$ cat config.mk
export PLATFORM = sky130hd
export DESIGN_NAME = escaped_frame_deframer_unit
export DESIGN_NICKNAME = d
export VERILOG_FILES = /design/src/efd_pkg.sv /design/src/escaped_frame_deframer_unit.sv /design/src/efd_cfg_regs.sv /design/src/efd_decoder.sv
export SDC_FILE = /design/constraint.sdc
export NUM_CORES = 1
export LEC_CHECK = 0
export ABC_AREA = 1
export BUFFER_PORTS_ARGS = -buffer_cell sky130_fd_sc_hd__buf_2
export CAP_MARGIN = 30
export CORE_ASPECT_RATIO = 1.2
export CORE_MARGIN = 2
export CORE_UTILIZATION = 25
export CTS_CLUSTER_DIAMETER = 100
export DETAILED_ROUTE_END_ITERATION = 10
export GPL_TIMING_DRIVEN = 0
export HOLD_SLACK_MARGIN = 0.02
export SLEW_MARGIN = 15
export SYNTH_ARGS = -nofsm -noshare
export SYNTH_HDL_FRONTEND = slang
export SYNTH_SLANG_ARGS = --single-unit
$ cat constraint.sdc
create_clock -name clk -period 9.1 [get_ports clk]
set_input_delay 0 -clock clk [delete_from_list [all_inputs] [get_ports clk]]
set_output_delay 0 -clock clk [all_outputs]
set_load 0.03 [all_outputs]
$ cat src/efd_pkg.sv
`timescale 1ns / 1ps
// ----------------------------------------------------------------------------
// Escaped frame deframer package
// Shared types, register indexes, reset values and the CRC-16 byte update.
// ----------------------------------------------------------------------------
package efd_pkg;

	// Configuration register indexes
	localparam logic [1:0] CFG_HEAD   = 2'd0;
	localparam logic [1:0] CFG_TAIL   = 2'd1;
	localparam logic [1:0] CFG_ESCAPE = 2'd2;

	// Reset values of the configuration registers
	localparam logic [7:0] HEAD_RESET   = 8'hAA;
	localparam logic [7:0] TAIL_RESET   = 8'h55;
	localparam logic [7:0] ESCAPE_RESET = 8'hCC;

	// CRC-16/MODBUS constants
	localparam logic [15:0] CRC_INIT = 16'hFFFF;
	localparam logic [15:0] CRC_POLY = 16'hA001;

	// Saturation point of the literal counter
	localparam logic [8:0] COUNT_MAX = 9'd511;

	// Result kinds
	localparam logic KIND_DATA   = 1'b0;
	localparam logic KIND_STATUS = 1'b1;

	// Status codes
	localparam logic [1:0] STAT_OK     = 2'd0;
	localparam logic [1:0] STAT_LENGTH = 2'd1;
	localparam logic [1:0] STAT_CRC    = 2'd2;

	// Framing configuration as seen by the decoder
	typedef struct packed {
		logic [7:0] head_char;
		logic [7:0] tail_char;
		logic [7:0] escape_char;
	} cfg_t;

	// One result word
	typedef struct packed {
		logic       kind;
		logic [7:0] data;
		logic [1:0] status;
		logic [7:0] length;
	} res_t;

	// Frame tracking state
	typedef enum logic [1:0] {
		ST_HUNT  = 2'b01,
		ST_FRAME = 2'b10
	} state_t;

	// Reflected CRC-16 update over one byte, eight shift steps.
	function automatic logic [15:0] crc16_byte(input logic [15:0] crc, input logic [7:0] b);
		logic [15:0] c;
		c = crc ^ {8'h00, b};
		for (int k = 0; k < 8; k++) begin
			if (c[0]) begin
				c = (c >> 1) ^ CRC_POLY;
			end else begin
				c = c >> 1;
			end
		end
		return c;
	endfunction

endpackage

$ cat src/escaped_frame_deframer_unit.sv
`timescale 1ns / 1ps
// ----------------------------------------------------------------------------
// Escaped frame deframer
// Strips byte-stuffed framing from a link byte stream and checks each frame.
// ----------------------------------------------------------------------------
// Usage:
// The input channel (in_valid, in_ready, in_byte) takes one raw link word per
// cycle while in_ready is high. Each word passes an input register, then the
// decode core, then an output register.
// The output channel (out_valid, out_ready, out_kind, out_byte, out_status,
// out_length) gives payload data and a status word per frame tail or abort.
// Throughput is one word per cycle while no stall holds it, set by the state
// update of the decode core, which includes the eight-step CRC byte update.
// When the receiver stalls, the output register holds its word and the
// input register holds the next one; in_ready drops until out_ready returns.
// The config channel (cfg_valid, cfg_ready, cfg_index, cfg_data) is always
// ready and should be written only while no word is in flight.
// Reset hunts for a head byte with the default head, tail and escape values
// and leaves both registers empty.
// ----------------------------------------------------------------------------
module escaped_frame_deframer_unit
	import efd_pkg::*;
(
	input  logic       clk,
	input  logic       arst_n,
	input  logic       in_valid,
	output logic       in_ready,
	input  logic [7:0] in_byte,
	output logic       out_valid,
	input  logic       out_ready,
	output logic       out_kind,
	output logic [7:0] out_byte,
	output logic [1:0] out_status,
	output logic [7:0] out_length,
	input  logic       cfg_valid,
	output logic       cfg_ready,
	input  logic [1:0] cfg_index,
	input  logic [7:0] cfg_data
);

	cfg_t       cfg;
	logic       valid_s1;
	logic [7:0] byte_s1;
	logic       advance;
	logic       res_valid;
	res_t       res;
	logic       out_valid_q;
	res_t       out_q;

	assign cfg_ready = 1'b1;

	efd_cfg_regs u_cfg (
		.clk      (clk),
		.arst_n   (arst_n),
		.wr_en    (cfg_valid),
		.wr_index (cfg_index),
		.wr_data  (cfg_data),
		.cfg      (cfg)
	);

	// The held word moves on when the output register is free or draining.
	assign advance  = valid_s1 && (!out_valid_q || out_ready);
	assign in_ready = !valid_s1 || advance;

	// Input register
	always_ff @(posedge clk or negedge arst_n) begin
		if (!arst_n) begin
			valid_s1 <= 1'b0;
		end else if (in_ready) begin
			valid_s1 <= in_valid;
		end
	end

	always_ff @(posedge clk) begin
		if (in_ready && in_valid) begin
			byte_s1 <= in_byte;
		end
	end

	efd_decoder u_dec (
		.clk       (clk),
		.arst_n    (arst_n),
		.step      (advance),
		.in_byte   (byte_s1),
		.cfg       (cfg),
		.res_valid (res_valid),
		.res       (res)
	);

	// Output register
	always_ff @(posedge clk or negedge arst_n) begin
		if (!arst_n) begin
			out_valid_q <= 1'b0;
		end else if (advance && res_valid) begin
			out_valid_q <= 1'b1;
		end else if (out_ready) begin
			out_valid_q <= 1'b0;
		end
	end

	always_ff @(posedge clk) begin
		if (advance && res_valid) begin
			out_q <= res;
		end
	end

	assign out_valid  = out_valid_q;
	assign out_kind   = out_q.kind;
	assign out_byte   = out_q.data;
	assign out_status = out_q.status;
	assign out_length = out_q.length;

endmodule

$ cat src/efd_cfg_regs.sv
`timescale 1ns / 1ps
// ----------------------------------------------------------------------------
// Deframer configuration registers
// Holds the head, tail and escape byte values written over the config port.
// ----------------------------------------------------------------------------
module efd_cfg_regs
	import efd_pkg::*;
(
	input  logic       clk,
	input  logic       arst_n,
	input  logic       wr_en,
	input  logic [1:0] wr_index,
	input  logic [7:0] wr_data,
	output cfg_t       cfg
);

	cfg_t cfg_q;

	// Register write; an index past the list is ignored.
	always_ff @(posedge clk or negedge arst_n) begin
		if (!arst_n) begin
			cfg_q.head_char   <= HEAD_RESET;
			cfg_q.tail_char   <= TAIL_RESET;
			cfg_q.escape_char <= ESCAPE_RESET;
		end else if (wr_en) begin
			case (wr_index)
				CFG_HEAD:   cfg_q.head_char   <= wr_data;
				CFG_TAIL:   cfg_q.tail_char   <= wr_data;
				CFG_ESCAPE: cfg_q.escape_char <= wr_data;
				default:    ;
			endcase
		end
	end

	assign cfg = cfg_q;

endmodule

$ cat src/efd_decoder.sv
`timescale 1ns / 1ps
// ----------------------------------------------------------------------------
// Deframer decode core
// Frame state, unescaping, field capture, CRC accumulation and result build.
// ----------------------------------------------------------------------------
module efd_decoder
	import efd_pkg::*;
(
	input  logic       clk,
	input  logic       arst_n,
	input  logic       step,
	input  logic [7:0] in_byte,
	input  cfg_t       cfg,
	output logic       res_valid,
	output res_t       res
);

	state_t      state_q, state_d;
	logic        prev_esc_q, prev_esc_d;
	logic [7:0]  length_q, length_d;
	logic [7:0]  command_q, command_d;
	logic [7:0]  held_q, held_d;
	logic [8:0]  count_q, count_d;
	logic [15:0] crc_q, crc_d;

	logic        is_head, is_tail, is_esc;
	logic        lit_ok, length_bad;
	logic [7:0]  lit;
	logic [7:0]  status_len;
	logic [15:0] crc_in;
	logic [7:0]  crc_src;

	assign is_head = (in_byte == cfg.head_char);
	assign is_tail = (in_byte == cfg.tail_char);
	assign is_esc  = (in_byte == cfg.escape_char);

	// Status length field and the frame length check
	assign status_len = (length_q != 8'd0) ? (length_q - 8'd1) : 8'd0;
	assign length_bad = (length_q == 8'd0) || (count_q != ({1'b0, length_q} + 9'd2));

	// The CRC takes the first two literals directly, later the held byte.
	assign crc_src = (count_q < 9'd2) ? lit : held_q;
	assign crc_in  = crc16_byte(crc_q, crc_src);

	// Next state and result for one byte
	always_comb begin
		state_d    = state_q;
		prev_esc_d = prev_esc_q;
		length_d   = length_q;
		command_d  = command_q;
		held_d     = held_q;
		count_d    = count_q;
		crc_d      = crc_q;
		res_valid  = 1'b0;
		res        = '{kind: KIND_DATA, data: held_q, status: STAT_OK, length: 8'd0};
		lit_ok     = 1'b0;
		lit        = in_byte;

		if (step) begin
			if (state_q == ST_HUNT) begin
				if (is_head && !prev_esc_q) begin
					state_d    = ST_FRAME;
					prev_esc_d = 1'b0;
					length_d   = 8'd0;
					command_d  = 8'd0;
					held_d     = 8'd0;
					count_d    = 9'd0;
					crc_d      = CRC_INIT;
				end else begin
					prev_esc_d = is_esc;
				end
			end else if (is_head) begin
				// Head inside a frame aborts it and reopens at once.
				res_valid  = 1'b1;
				res        = '{kind: KIND_STATUS, data: command_q, status: STAT_LENGTH,
					length: status_len};
				prev_esc_d = 1'b0;
				length_d   = 8'd0;
				command_d  = 8'd0;
				held_d     = 8'd0;
				count_d    = 9'd0;
				crc_d      = CRC_INIT;
			end else if (is_tail) begin
				res_valid = 1'b1;
				res.kind  = KIND_STATUS;
				res.data  = command_q;
				res.length = status_len;
				if (length_bad) begin
					res.status = STAT_LENGTH;
				end else if (held_q != crc_q[7:0]) begin
					res.status = STAT_CRC;
				end else begin
					res.status = STAT_OK;
				end
				state_d    = ST_HUNT;
				prev_esc_d = 1'b0;
			end else if (prev_esc_q) begin
				lit        = in_byte - 8'd1;
				lit_ok     = 1'b1;
				prev_esc_d = 1'b0;
			end else if (is_esc) begin
				prev_esc_d = 1'b1;
			end else begin
				lit_ok = 1'b1;
			end

			// Literal capture: length, command, then delayed data.
			if (lit_ok) begin
				if (count_q == 9'd0) begin
					length_d = lit;
					crc_d    = crc_in;
				end else if (count_q == 9'd1) begin
					command_d = lit;
					crc_d     = crc_in;
				end else begin
					if (count_q >= 9'd3) begin
						res_valid = 1'b1;
						crc_d     = crc_in;
					end
					held_d = lit;
				end
				if (count_q < COUNT_MAX) begin
					count_d = count_q + 9'd1;
				end
			end
		end
	end

	// State registers
	always_ff @(posedge clk or negedge arst_n) begin
		if (!arst_n) begin
			state_q    <= ST_HUNT;
			prev_esc_q <= 1'b0;
			length_q   <= 8'd0;
			command_q  <= 8'd0;
			held_q     <= 8'd0;
			count_q    <= 9'd0;
			crc_q      <= CRC_INIT;
		end else begin
			state_q    <= state_d;
			prev_esc_q <= prev_esc_d;
			length_q   <= length_d;
			command_q  <= command_d;
			held_q     <= held_d;
			count_q    <= count_d;
			crc_q      <= crc_d;
		end
	end

endmodule
# --- Yosys cells after proc, flatten, opt, wreduce, memory -nomap -nowiden ---
# Index checks and enable logic that the tools add are counted.
op_classes:
  addsub: 4
  n_mul: 0
  div_mod_pow: 0
  magnitude_cmp: 3
  eq_ne: 11
  n_shift: 0
  n_mux: 76
  bitwise: 11
  n_reduce_logical: 22
ops:
  columns: ["operator", "count"]
  rows:
  - ["2-to-1 mux 16 bit", 15]
  - ["2-to-1 mux 8 bit", 24]
  - ["2-to-1 mux 9 bit", 5]
  - ["2-to-1 mux 19 bit", 2]
  - ["2-to-1 mux 18 bit", 2]
  - ["equality test 8 bit", 3]
  - ["NOT 2 -> 3 bit", 8]
  - ["2-to-1 mux 1 bit", 22]
  - ["subtractor 8 x 1 -> 8 bit, second input constant", 2]
  - ["bitwise XOR 16 x 8 -> 16 bit", 1]
  - ["2-to-1 mux 2 bit", 6]
  - ["adder 8 x 2 -> 9 bit, second input constant", 1]
  - ["adder 9 x 1 -> 9 bit, second input constant", 1]
  - ["equality test 9 x 1 -> 1 bit, second input constant", 1]
  - [">= comparator 9 x 2 -> 1 bit, second input constant", 1]
  - ["zero test 9 bit", 1]
  - ["less-than comparator 9 x 2 -> 1 bit, second input constant", 1]
  - ["less-than comparator 9 bit, second input constant", 1]
  - ["!= test 9 bit", 1]
  - ["zero test 8 bit", 1]
  - ["!= test 8 bit", 1]
  - ["nonzero test 8 bit", 1]
  - ["AND reduction 2 bit", 3]
  - ["OR reduction 5 bit", 1]
  - ["other kinds (11)", 22]
word_totals:
  regBits: 105
  latchBits: 0
  mem_bits_rw: 0
  mem_bits_ro: 0
  inputBits: 23
  out_inout_bits: 22
  mem_count: 0

# --- Longest topological paths before layout ---
# Gate-level depths: netlist (run 1).
depth:
  depth_word: 28
  mapped_depth: 27

# --- Hierarchy ---
# From an unflattened synthesis (run 1), not the netlist that was laid out.
unflattened:
  hier_cells: 850
  area_unflattened_um2: 6765.2
by_module_without_submodules:
  columns: ["mod", "n_inst", "cells_each", "area_per_inst_um2", "seq_area_each_um2"]
  rows:
  - ["efd_decoder", 1, 699, 4770.8, 1322.5]
  - ["efd_cfg_regs", 1, 107, 1066.0, 615.6]
  - ["escaped_frame_deframer_unit", 1, 44, 928.4, 860.8]

# --- Worst setup path after synthesis (run 1) ---
# Ideal clock, no wire load.
synth_path:
  kind: "register -> register"
  from: "reg byte_s1[3]"
  to: "reg out_q (netlist bit out_byte[0]) (enable)"
  setup_time_ps: 427
  arrival_ps: 3024
  t_required_ps: 8673
  slack_ps: 5649
  path_stages_with_launch: 14
  path_buffers: 0
  path_cell_list: "edfxtp_1 inv_2 nand2_2 nand2_2 nor2_4 inv_2 nor2_4 nand2_4 nand2_4 nor2_1 nand2_1 nor3_1 inv_1 o31ai_1"
synth_between:
  elab_chain_cells: 10
  elab_cells_between_ends: 18
synth_lines:
  columns: ["element", "line", "rtl"]
  rows:
  - ["start, declared", "escaped_frame_deframer_unit.sv:43", "logic [7:0] byte_s1;"]
  - ["start signal, assigned", "escaped_frame_deframer_unit.sv:76", "byte_s1 <= in_byte;"]
  - ["equality test 8 bit, on equally long branches", "efd_decoder.sv:34, efd_decoder.sv:35", null]
  - ["2-to-1 mux 1 bit, on equally long branches", "efd_decoder.sv:83, efd_decoder.sv:101", null]
  - ["2-to-1 mux 1 bit, on equally long branches", "efd_decoder.sv:72, efd_decoder.sv:97", null]
  - ["2-to-1 mux 1 bit, on equally long branches", "efd_decoder.sv:60, efd_decoder.sv:83", null]
  - ["2-to-1 mux 1 bit, on equally long branches", "efd_decoder.sv:116, efd_decoder.sv:72", null]
  - ["2-to-1 mux 1 bit, on equally long branches", "efd_decoder.sv:112, efd_decoder.sv:60", null]
  - ["2-to-1 mux 1 bit, on equally long branches", "efd_decoder.sv:109, efd_decoder.sv:59", null]
  - ["2-to-1 mux 1 bit (*)", "efd_decoder.sv:108", "if (lit_ok) begin"]
  - ["2-to-1 mux 1 bit (*)", "efd_decoder.sv:59", "if (step) begin"]
  - ["logical AND 1 bit (*)", "escaped_frame_deframer_unit.sv:102", "if (advance && res_valid) begin"]
  - ["end signal, assigned", "escaped_frame_deframer_unit.sv:103", "out_q <= res;"]
  - ["end, declared", "escaped_frame_deframer_unit.sv:48", "res_t out_q;"]
# Every way passes the cells marked *; elsewhere a longest branch is shown, timed or not. The select of a mux whose other input is x is not followed.
# A chain may end at the register's enable or synchronous reset.

# --- Worst setup path after layout (run 1) ---
layout_path:
  from: "reg byte_s1[2]"
  to: "reg u_dec.crc_q[15]"
layout_between:
  elab_chain_cells: 21
  elab_cells_between_ends: 40
layout_lines:
  columns: ["element", "line", "rtl"]
  rows:
  - ["subtractor 8 x 1 -> 8 bit", "efd_decoder.sv:98", "lit = in_byte - 8'd1;"]
  - ["2-to-1 mux 8 bit", "efd_decoder.sv:97", "end else if (prev_esc_q) begin"]
  - ["2-to-1 mux 8 bit", "efd_decoder.sv:83", "end else if (is_tail) begin"]
  - ["2-to-1 mux 8 bit", "efd_decoder.sv:72", "end else if (is_head) begin"]
  - ["2-to-1 mux 8 bit", "efd_decoder.sv:60", "if (state_q == ST_HUNT) begin"]
  - ["2-to-1 mux 8 bit", "efd_decoder.sv:59", null]
  - ["2-to-1 mux 8 bit", "efd_decoder.sv:42", "assign crc_src = (count_q < 9'd2) ? lit : held_q;"]
  - ["bitwise XOR 16 x 8 -> 16 bit", "efd_pkg.sv:58", "c = crc ^ {8'h00, b};"]
  - ["2-to-1 mux 16 bit", "efd_pkg.sv:60", "if (c[0]) begin"]
  - ["2-to-1 mux 16 bit / NOT 2 -> 3 bit (equally long branches) (5 in a row)", null, null]
  - ["NOT 2 -> 3 bit (no source line) / 2-to-1 mux 16 bit (equally long branches)", null, null]
  - ["2-to-1 mux 16 bit (2 in a row)", "efd_pkg.sv:60", null]
  - ["2-to-1 mux 16 bit", "efd_decoder.sv:116", "if (count_q >= 9'd3) begin"]
  - ["2-to-1 mux 16 bit", "efd_decoder.sv:112", "end else if (count_q == 9'd1) begin"]
  - ["2-to-1 mux 16 bit", "efd_decoder.sv:109", "if (count_q == 9'd0) begin"]
  - ["2-to-1 mux 16 bit (*)", "efd_decoder.sv:108", null]
  - ["end signal, assigned", "efd_decoder.sv:146", "crc_q <= crc_d;"]
  - ["end, declared", "efd_decoder.sv:24", "logic [15:0] crc_q, crc_d;"]
# Marks and branches as above.

==> results.toml, run 1 <==
[critical_path]
crit_slowest_cell = "edfxtp_1"
regToRegSetupSlack_ps = 6060
path_class = "flop to flop"
crit_top_cell = "nand3_1"
end_kind = "flop"
cp.required_ps = 9380
crit_arrival_ps = 3330
critPathMaxFanout = 7
crit_path_cell_trace = "inv_2 -> nand4_1 -> nor4_1 -> nand3_1 -> nor2_1 -> xor2_1 -> inv_2 -> o21ai_2 -> nand2_2 -> xor2_2 -> inv_1 -> nand3_1 -> nand3_1 -> nand3_1 -> o21ai_1"
path_buf_inv = 3
cp_top_family = "simple AND/OR/NAND/NOR gates"
max_stage_delay_ps = 510
startpoint_type = "flop"

[layout]
layout-drive-gt1-share_pct = 17.4
layout.nets = 968
fillers = 2809
final_cell_area_sq_mm = 0.00777
antenna_cells = 0
layout-area-overhead-vs-synth_pct = 17.9

[logic_synthesis]
synth-async-reset-ratio_pct = 74.3
synthSimpleGateAreaFrac_pct = 27.6
synth_top_area_share_pct = 18.6
synthAdderAreaFrac_pct = 1.71
synthMuxAreaShare_pct = 0
syn-cell-area_sq_mm = 0.00659
synth_compound_area_share_pct = 13.5
yosysSeqAreaShare_pct = 42.5
syn-num-nets = 892
yosysTopAreaCell = "dfrtp_1"
synth-xor-area-share_pct = 5.81
ys_ff_latch = 105
synth_top_family_by_area = "simple AND/OR/NAND/NOR gates"
synthFlopType = "dfrtp_1"
yosys-top-cells-area = "dfrtp_1, nand2_1, edfxtp_1"
ys_warn_count = 0
synth_edf_count = 27
synth_cell_types = 49
syn_inst = 860
postSynthAreaPerCell_sq_um = 7.66

[run]
max_cap_viol_count = 0

[clock_network]
clk_latency_ps = 370
root_buffer = "clkbuf_16"
numCtsBuffers = 9
postCtsSetupBuffers = 0
ctsResizeCount = 0
clk_pin_slew_worst_paths_ps = 80
cts-hold-fix-buffers = 20
htreeDepth = 3
cts_max_path_buffers = 2
cts_tree = "yes"
cts.sinks = 105

[timing]
setup_viol = 0
fmax_ghz = 0.329
hold_ws_ps = 49.1
worstMarginPinSlew_ps = 993
setup_tns_ps = 0
post-route-min-period_ps = 3040
drv_slew = 0
setup_ws_ps = 6060
period_share_pct = 33.4
max_slew_margin_pct = 32.1
rsz0062_at_grt = "false"
hold_viol_final = 0
finClkSkew_ps = 15.2

[floorplan]
die_w_microns = 152
std_cell_rows = 65
core_sq_mm = 0.0261
die_h_microns = 182
start_util_pct = 25.2
pin_count = 45
dieArea_sq_mm = 0.0277

[drt]
route.detailed.drc = 0
first_pass_iters = 5
drt-total-wl_mm = 18.1
drt-initial-drc-count = 391
wl_per_cell_microns = 14.2
drtAntennaViolNets = 0
met2_length_mm = 8.91
topRoutingLayerUsed = "met4"
via_count = 5974
m1WireLength_mm = 7.93
viasPerCell = 4.68
wl_met3_microns = 978

[power]
total_leakage_power_nw = 3.51
power_density_mw_per_mm2 = 285
worst_ir_drop_vdd_mv = 0.125

[global_route]
grt_max_degree = 51
grt_usage_pct = 13.4
antenna_found_initial = 0
overflow = 0
grt_pass1_vias = 5646
grt_pass1_wl_mm = 29.6

[place]
gp_congestion = 0.870
post-place-ws_ps = 6110
placed_area_sq_mm = 0.00728
portBuffers = 43
dp_hpwl_mm = 13.7

[status]
status = "finished, final reports clean"

[hold_path]
hold_class = "input port to flop"
-- layout make-up --
type / count / area [sq um] / area share, %
clock buffer: 9 / 225 / 2.90
clock inverter: 7 / 65.1 / 0.837
multi-input combinational: 611 / 3220 / 41.5
sequential: 105 / 2800 / 36.0
tap: 335 / 419 / 5.39
timing repair buffer: 65 / 457 / 5.88
inverter: 111 / 417 / 5.36
buffer: 33 / 164 / 2.11
-- cell usage in the layout (no fill, tap or decap), drive strengths merged --
cell type / n
a2111oi: 1
conb: 1
nor4: 5
dfrtp: 49
a21oi: 22
o21a: 1
o211ai: 2
o22ai: 4
a221oi: 1
a211oi: 1
xnor2: 18
nor3: 10
clkbuf: 28
buf: 58
clkinvlp: 2
o2111ai: 1
and2: 1
dlygate4sd1: 1
o32ai: 1
o31ai: 5
o21ai: 92
nand2: 250
edfxtp: 27
dlygate4sd3: 20
o311ai: 4
nand3: 66
nand4: 14
xor2: 24
nor2: 56
ha: 9
dfstp: 29
clkinv: 4
inv: 112
a22oi: 9
a31oi: 13
-- worst register-to-register path: cells and delay by family (launching register included) --
family | cells | cell delay (ps)
XOR/XNOR | 2 | 430
flip-flops | 1 | 510
buffers and inverters | 3 | 370
AND/OR/NAND/NOR | 8 | 1370
AO/OA/AOI/OAI | 2 | 300
-- logic make-up (layout without fill, tap and decap cells) --
| family | Yosys count | count (layout) |
|---|---|---|
| flops | 105 | 105 |
| compound gates | 157 | 157 |
| other cells | 1 | 1 |
| simple gates | 402 | 402 |
| fa+ha+maj | 9 | 9 |
| buf+inv | 144 | 225 |
| xor+xnor | 42 | 42 |
-- path summary, 6_finish.rpt --
path	from	to	cells past startpoint
worst max register to register	byte_s1[2]	u_dec.crc_q[15]	15
worst max-delay path	byte_s1[2]	u_dec.crc_q[15]	15
worst min-delay path	cfg_valid	u_cfg.cfg[3]	4
min in group asynchronous	arst_n	u_dec.held_q[7]	2
max in group asynchronous	arst_n	u_cfg.cfg[23]	3
worst min register to register	u_dec.crc_q[12]	u_dec.crc_q[12]	2
-- flip-flops by register name (all words and copies together), names as in the netlist --
| signal | flops |
|---|---|
| u_dec.prev_esc_q | 1 |
| u_dec.length_q | 8 |
| out_byte | 8 |
| u_dec.command_q | 8 |
| u_dec.count_q | 9 |
| out_status | 2 |
| u_cfg.cfg | 24 |
| out_kind | 1 |
| out_length | 8 |
| u_dec.state_q | 2 |
| valid_s1 | 1 |
| u_dec.crc_q | 16 |
| u_dec.held_q | 8 |
| byte_s1 | 8 |
| out_valid | 1 |
-- Yosys cell counts, types with 4 or more instances --
cell / instances
nor4_1: 4
buf_2: 4
nand2_4: 4
nand2_1: 224
nand2_2: 22
o31ai_1: 5
buf_4: 7
xnor2_1: 18
nand4_1: 13
edfxtp_1: 27
xor2_1: 22
a22oi_1: 9
nor2_1: 50
nand3_1: 58
dfstp_2: 29
clkbuf_1: 18
o21ai_0: 89
a31oi_1: 13
inv_2: 15
ha_1: 9
nor3_1: 10
dfrtp_1: 49
o22ai_1: 4
inv_1: 95
a21oi_1: 21
nand3_2: 8
-- through the flow --
step	power (mW)	util, %	std cells
6_report	2.21	29.8	1276
5_1_grt	2.39	29.8	1276
4_1_cts	2.22	29.8	1276
3_5_place_dp	1.82	27.9	1240
3_3_place_gp	1.79	27.7	1238
2_1_floorplan	1.54	-	860
-- routing by layer --
layer | global-route usage, % | vias to the layer above
met5 | 0 | -
met4 | 4.15 | 0
met3 | 2.41 | 18
li1 | - | 2968
met2 | 23.9 | 185
met1 | 16.5 | 2803
-- report_power, final --
part           internal [mW]  total, mW  switching [mW]
clock network          0.191      0.383           0.192
registers              0.658      0.780           0.121
logic                  0.358       1.05           0.691
total                   1.21       2.21            1.00
(Power assumes the default switching activity.)
==> inputs of run 2 (changes only) <==
clock period = 2.92 ns   (was 9.1 ns; I/O delays follow)
==> run 2 against run 1 <==
Against the previous run:
- sequential cell count did not move
- core utilization grew 1.3 points
- final cell count grew 1.4%
- critical path depth is 2 lower
==> results.toml, run 2 (synthesis results as in run 1) <==
[status]
status = "finished, final reports clean"

[clock_network]
clk_pin_slew_worst_paths_ps = 80
cts_max_path_buffers = 2
clk_latency_ps = 370
cts_tree = "yes"
htreeDepth = 3
numCtsBuffers = 9
root_buffer = "clkbuf_16"
cts.sinks = 105

[place]
gp_congestion = 0.884
placed_area_sq_mm = 0.00728
dp_hpwl_mm = 13.6
placedCellCount = 1240
post-place-ws_ps = -151
portBuffers = 43

[layout]
antenna_cells = 0
layout-drive-gt1-share_pct = 22.1
final_common_cell = "nand2_1"
fin_cells = 1294
layout-area-overhead-vs-synth_pct = 23.1
largest_register_ffs = 24
layout_common_cells = "nand2_1, inv_1, o21ai_0"
final_cell_area_sq_mm = 0.00812
layout.nets = 986

[power]
total_leakage_power_nw = 3.64
design_power_total_mw = 7.34
worst_ir_drop_vdd_mv = 0.414
power_density_mw_per_mm2 = 905

[global_route]
overflow = 0
grt_max_degree = 50
grt_usage_pct = 13.5
antenna_found_initial = 0
grt_pass1_wl_mm = 29.6
grt_pass1_vias = 5685

[critical_path]
end_kind = "flop"
cp.required_ps = 3190
regToRegSetupSlack_ps = 130
path_class = "flop to flop"
startpoint_type = "flop"
crit_arrival_ps = 3060
critPathMaxFanout = 10

[timing]
fmax_ghz = 0.358
period_share_pct = 95.6
hold_viol_final = 0
max_slew_margin_pct = 51.0
setup_ws_ps = 128
setup_viol = 0
drv_slew = 0
post-route-min-period_ps = 2790
worstMarginPinSlew_ps = 735
finClkSkew_ps = 14.1

[drt]
via_count = 6095
route.detailed.drc = 0
viasPerCell = 4.71
drt-total-wl_mm = 18.6
first_pass_iters = 6
drtAntennaViolNets = 0
wl_per_cell_microns = 14.3
drt-initial-drc-count = 507

[floorplan]
pin_count = 45
die_h_microns = 182
std_cell_rows = 65
start_util_pct = 25.2
dieArea_sq_mm = 0.0277
core_sq_mm = 0.0261
die_w_microns = 152

[hold_path]
hold_class = "input port to flop"

[run]
max_cap_viol_count = 0
## run 2: cell count changes in the layout (fill, tap and decap cells not counted), moves of 3 or more
cell,previous run,this run
buf_4,8,24
bufinv_16,0,3
nand2_1,224,213
nand2_2,22,32
nand3_1,58,53
nand3_2,8,13
nor2_1,50,45
nor2_4,3,6
## run 2: through the flow
step / TNS [ps] / hold WS, ps / util (%)
floorplan: 0 / -296 / -
global placement: -14200 / 180 / 27.7
global route: -1.81 / 116 / 31.1
CTS: 0 / 51.8 / 30.1
detailed placement: -678 / -23.1 / 27.9
finish: 0 / 60.7 / 31.1
## run 2: final timing paths
check / startpoint / end / cells after the start
max in group asynchronous: arst_n / u_cfg.cfg[7] / 3
max: byte_s1[2] / u_dec.crc_q[8] / 13
min: cfg_valid / u_cfg.cfg[7] / 4
min in group asynchronous: arst_n / u_dec.held_q[7] / 2
min reg2reg: u_dec.crc_q[10] / u_dec.crc_q[10] / 2
max reg2reg: byte_s1[2] / u_dec.crc_q[8] / 13
## run 2: critical path, cell delays in order, from the launching register on
cell and delay (ps):
edfxtp_1 460, buf_4 170, nand2_1 70, nand2_2 70
nor2_4 100, inv_2 50, nor2_4 90, nand2_4 110
a21oi_2 490, inv_2 260, clkbuf_1 350, nand2_1 130
a21oi_1 80, a22oi_1 270
## run 2: what timing repair did
action	4_1_cts	5_1_grt
endpoints found under the setup margin	10	38
resized for setup	2	45
hold endpoints to repair	93	0
cloned	0	1
setup buffers	2	15
pin swaps	0	15
hold buffers	20	0
## run 2: layout make-up
class | count | area (sq um)
Buffer | 33 | 181
Clock buffer | 10 | 229
Clock inverter | 6 | 114
Fill cell | 2704 | 18000
Inverter | 111 | 418
Multi-Input combinational cell | 611 | 3360
Sequential cell | 105 | 2800
Tap cell | 335 | 419
Timing Repair Buffer | 83 | 593
## run 2: where the power goes
part / switching, mW / internal, mW / total (mW)
clock network: 0.582 / 0.842 / 1.42
registers: 0.369 / 2.05 / 2.42
logic: 2.27 / 1.23 / 3.50
## run 2: routing by layer
| metal | vias up | track usage [%] | share of wire (%) |
|---|---|---|---|
| met5 | - | 0 | 0 |
| met4 | 0 | 5.23 | 2.6 |
| met3 | 46 | 3.87 | 7.1 |
| met2 | 196 | 22.8 | 48 |
| met1 | 2840 | 16.3 | 42 |
| li1 | 3013 | - | - |
==> inputs of run 3 (changes only) <==
PLACE_DENSITY = 0.45   (was unset)
==> run 3 against run 2 <==
Against the previous run:
- via count decreased by 1.2%
- maximum frequency is 1.6% higher
- global-route usage grew 0.96 points
- combinational power increased by 2%
- non-clock buffer count increased by 5
- wire length increased by 8.3%
- first-iteration DRC count decreased by 30%
- critical path type unchanged
==> results.toml, run 3 (synthesis results as in run 1) <==
[timing]
fmax_ghz = 0.364
hold_ws_ps = 55.9
worstMarginPinSlew_ps = 809
finClkSkew_ps = 12.4
hold_viol_final = 0
period_share_pct = 94.1
rsz0062_at_grt = "true"
max_slew_margin_pct = 46.1
setup_viol = 0
post-route-min-period_ps = 2750
drv_slew = 0

[drt]
wl_per_cell_microns = 15.5
drtAntennaViolNets = 0
route.detailed.drc = 0
first_pass_iters = 5
drt-initial-drc-count = 354
via_count = 6023
viasPerCell = 4.64
drt-total-wl_mm = 20.1

[place]
placed_area_sq_mm = 0.00728
portBuffers = 43
gp_congestion = 0.813
placedCellCount = 1240
dp_hpwl_mm = 14.8

[hold_path]
hold_class = "input port to flop"

[clock_network]
clk_latency_ps = 370
cts_tree = "yes"
cts_max_path_buffers = 2
clk_pin_slew_worst_paths_ps = 80
htreeDepth = 3
cts.sinks = 105
numCtsBuffers = 9
root_buffer = "clkbuf_16"

[critical_path]
end_kind = "flop"
cp.required_ps = 3140
crit_arrival_ps = 2970
path_class = "flop to flop"
crit_path_cell_trace = "buf_6 -> nand2_1 -> nand2_2 -> nor2_4 -> inv_2 -> nor2_4 -> nand2_4 -> a21oi_2 -> clkbuf_1 -> o21ai_0 -> nand3_1 -> o21ai_0"
startpoint_type = "flop"
crit_slowest_cell = "clkbuf_1"
critPathMaxFanout = 10
max_stage_delay_ps = 640
regToRegSetupSlack_ps = 170

[layout]
layout-drive-gt1-share_pct = 23.8
final_cell_area_sq_mm = 0.00815
fin_cells = 1299
final_common_cell = "nand2_1"
antenna_cells = 0
fillers = 2828
layout.nets = 991
layout_common_cells = "nand2_1, inv_1, o21ai_0"
layout-area-overhead-vs-synth_pct = 23.7
largest_register_ffs = 24

[global_route]
grt_pass1_vias = 5722
overflow = 0
grt_pass1_wl_mm = 31.1
grt_usage_pct = 14.5
antenna_found_initial = 0
grt_max_degree = 43

[power]
power_frac_seq_pct = 33.5
worst_ir_drop_vdd_mv = 0.328
swShare_pct = 45.9
power_frac_comb_pct = 49.3
p_switching_mw = 3.33
clock_power_share_pct = 17.2
total_leakage_power_nw = 3.65
power_density_mw_per_mm2 = 890
p_int_mw = 3.93

[floorplan]
pin_count = 45
core_sq_mm = 0.0261
start_util_pct = 25.2
die_w_microns = 152
std_cell_rows = 65
dieArea_sq_mm = 0.0277
die_h_microns = 182

[run]
max_cap_viol_count = 0

[status]
status = "finished, final reports clean"
-- run 3: changes by cell type in the layout (fill, tap and decap cells not counted), sizes merged --
cell         previous run  this run
clkinvlp                2         1
dlygate4sd3            20        21
clkinv                  1         4
inv                   111       112
bufinv                  3         0
buf                    76        80
-- run 3: power groups by stage --
| stage | registers (mW) | clock network (mW) | logic (mW) |
|---|---|---|---|
| global route | 2.50 | 1.33 | 4.01 |
| detailed placement | 2.46 | 0 | 3.28 |
| floorplan | 2.47 | 0 | 2.33 |
| global placement | 2.46 | 0 | 3.23 |
| finish | 2.43 | 1.25 | 3.58 |
| CTS | 2.43 | 1.27 | 3.34 |
-- run 3: area by class of cell --
class	instances	area [sq um]	area share [%]
Tap cell	335	419	5.14
Sequential cell	105	2800	34.4
Clock inverter	6	50.0	0.614
Multi-Input combinational cell	611	3410	41.8
Clock buffer	10	239	2.93
Inverter	111	423	5.19
Timing Repair Buffer	88	636	7.80
Buffer	33	179	2.19
-- run 3: repair_timing --
action                                  CTS  global route
hold buffers                             21             0
endpoints found under the setup margin   26            56
buffers inserted                          3            19
gates resized for setup                   4            62
hold endpoints to repair                 68             0
pin swaps                                 1            19
-- run 3: per-layer routing --
metal / part of all wire, % / routed length (microns) / global-route usage, % / vias up
met5: 0 / 0 / 0 / -
met4: 1.9 / 386 / 5.50 / 0
met3: 3.7 / 750 / 2.41 / 22
met2: 50 / 10000 / 24.9 / 118
met1: 45 / 8970 / 18.2 / 2864
li1: - / - / - / 3019
-- run 3: critical path: cells and delay by family, from the launching register on --
family / cells / cell delay, ps
buffers and inverters: 3 / 840
flip-flops: 1 / 440
AO/OA/AOI/OAI: 3 / 760
AND/OR/NAND/NOR: 6 / 550
-- run 3: final timing paths --
path / startpoint / endpoint / depth (start not counted)
max in group asynchronous: arst_n / u_cfg.cfg[17] / 3
hold / removal: cfg_valid / u_cfg.cfg[2] / 4
setup / recovery: byte_s1[2] / u_dec.length_q[1] / 12
hold reg to reg: u_dec.crc_q[10] / u_dec.crc_q[10] / 2
setup reg to reg: byte_s1[2] / u_dec.length_q[1] / 12
min in group asynchronous: arst_n / u_dec.held_q[7] / 2
-- run 3: per-stage QoR --
stage	setup slack [ps]	power [mW]	util, %	TNS [ps]
2_1_floorplan	79.8	4.81	-	0
3_3_place_gp	-846	5.69	27.7	-19330
3_5_place_dp	-249	5.73	27.9	-2080
4_1_cts	5.90	7.04	29.9	0
5_1_grt	-76.1	7.84	31.2	-179
6_report	173	7.26	31.2	0
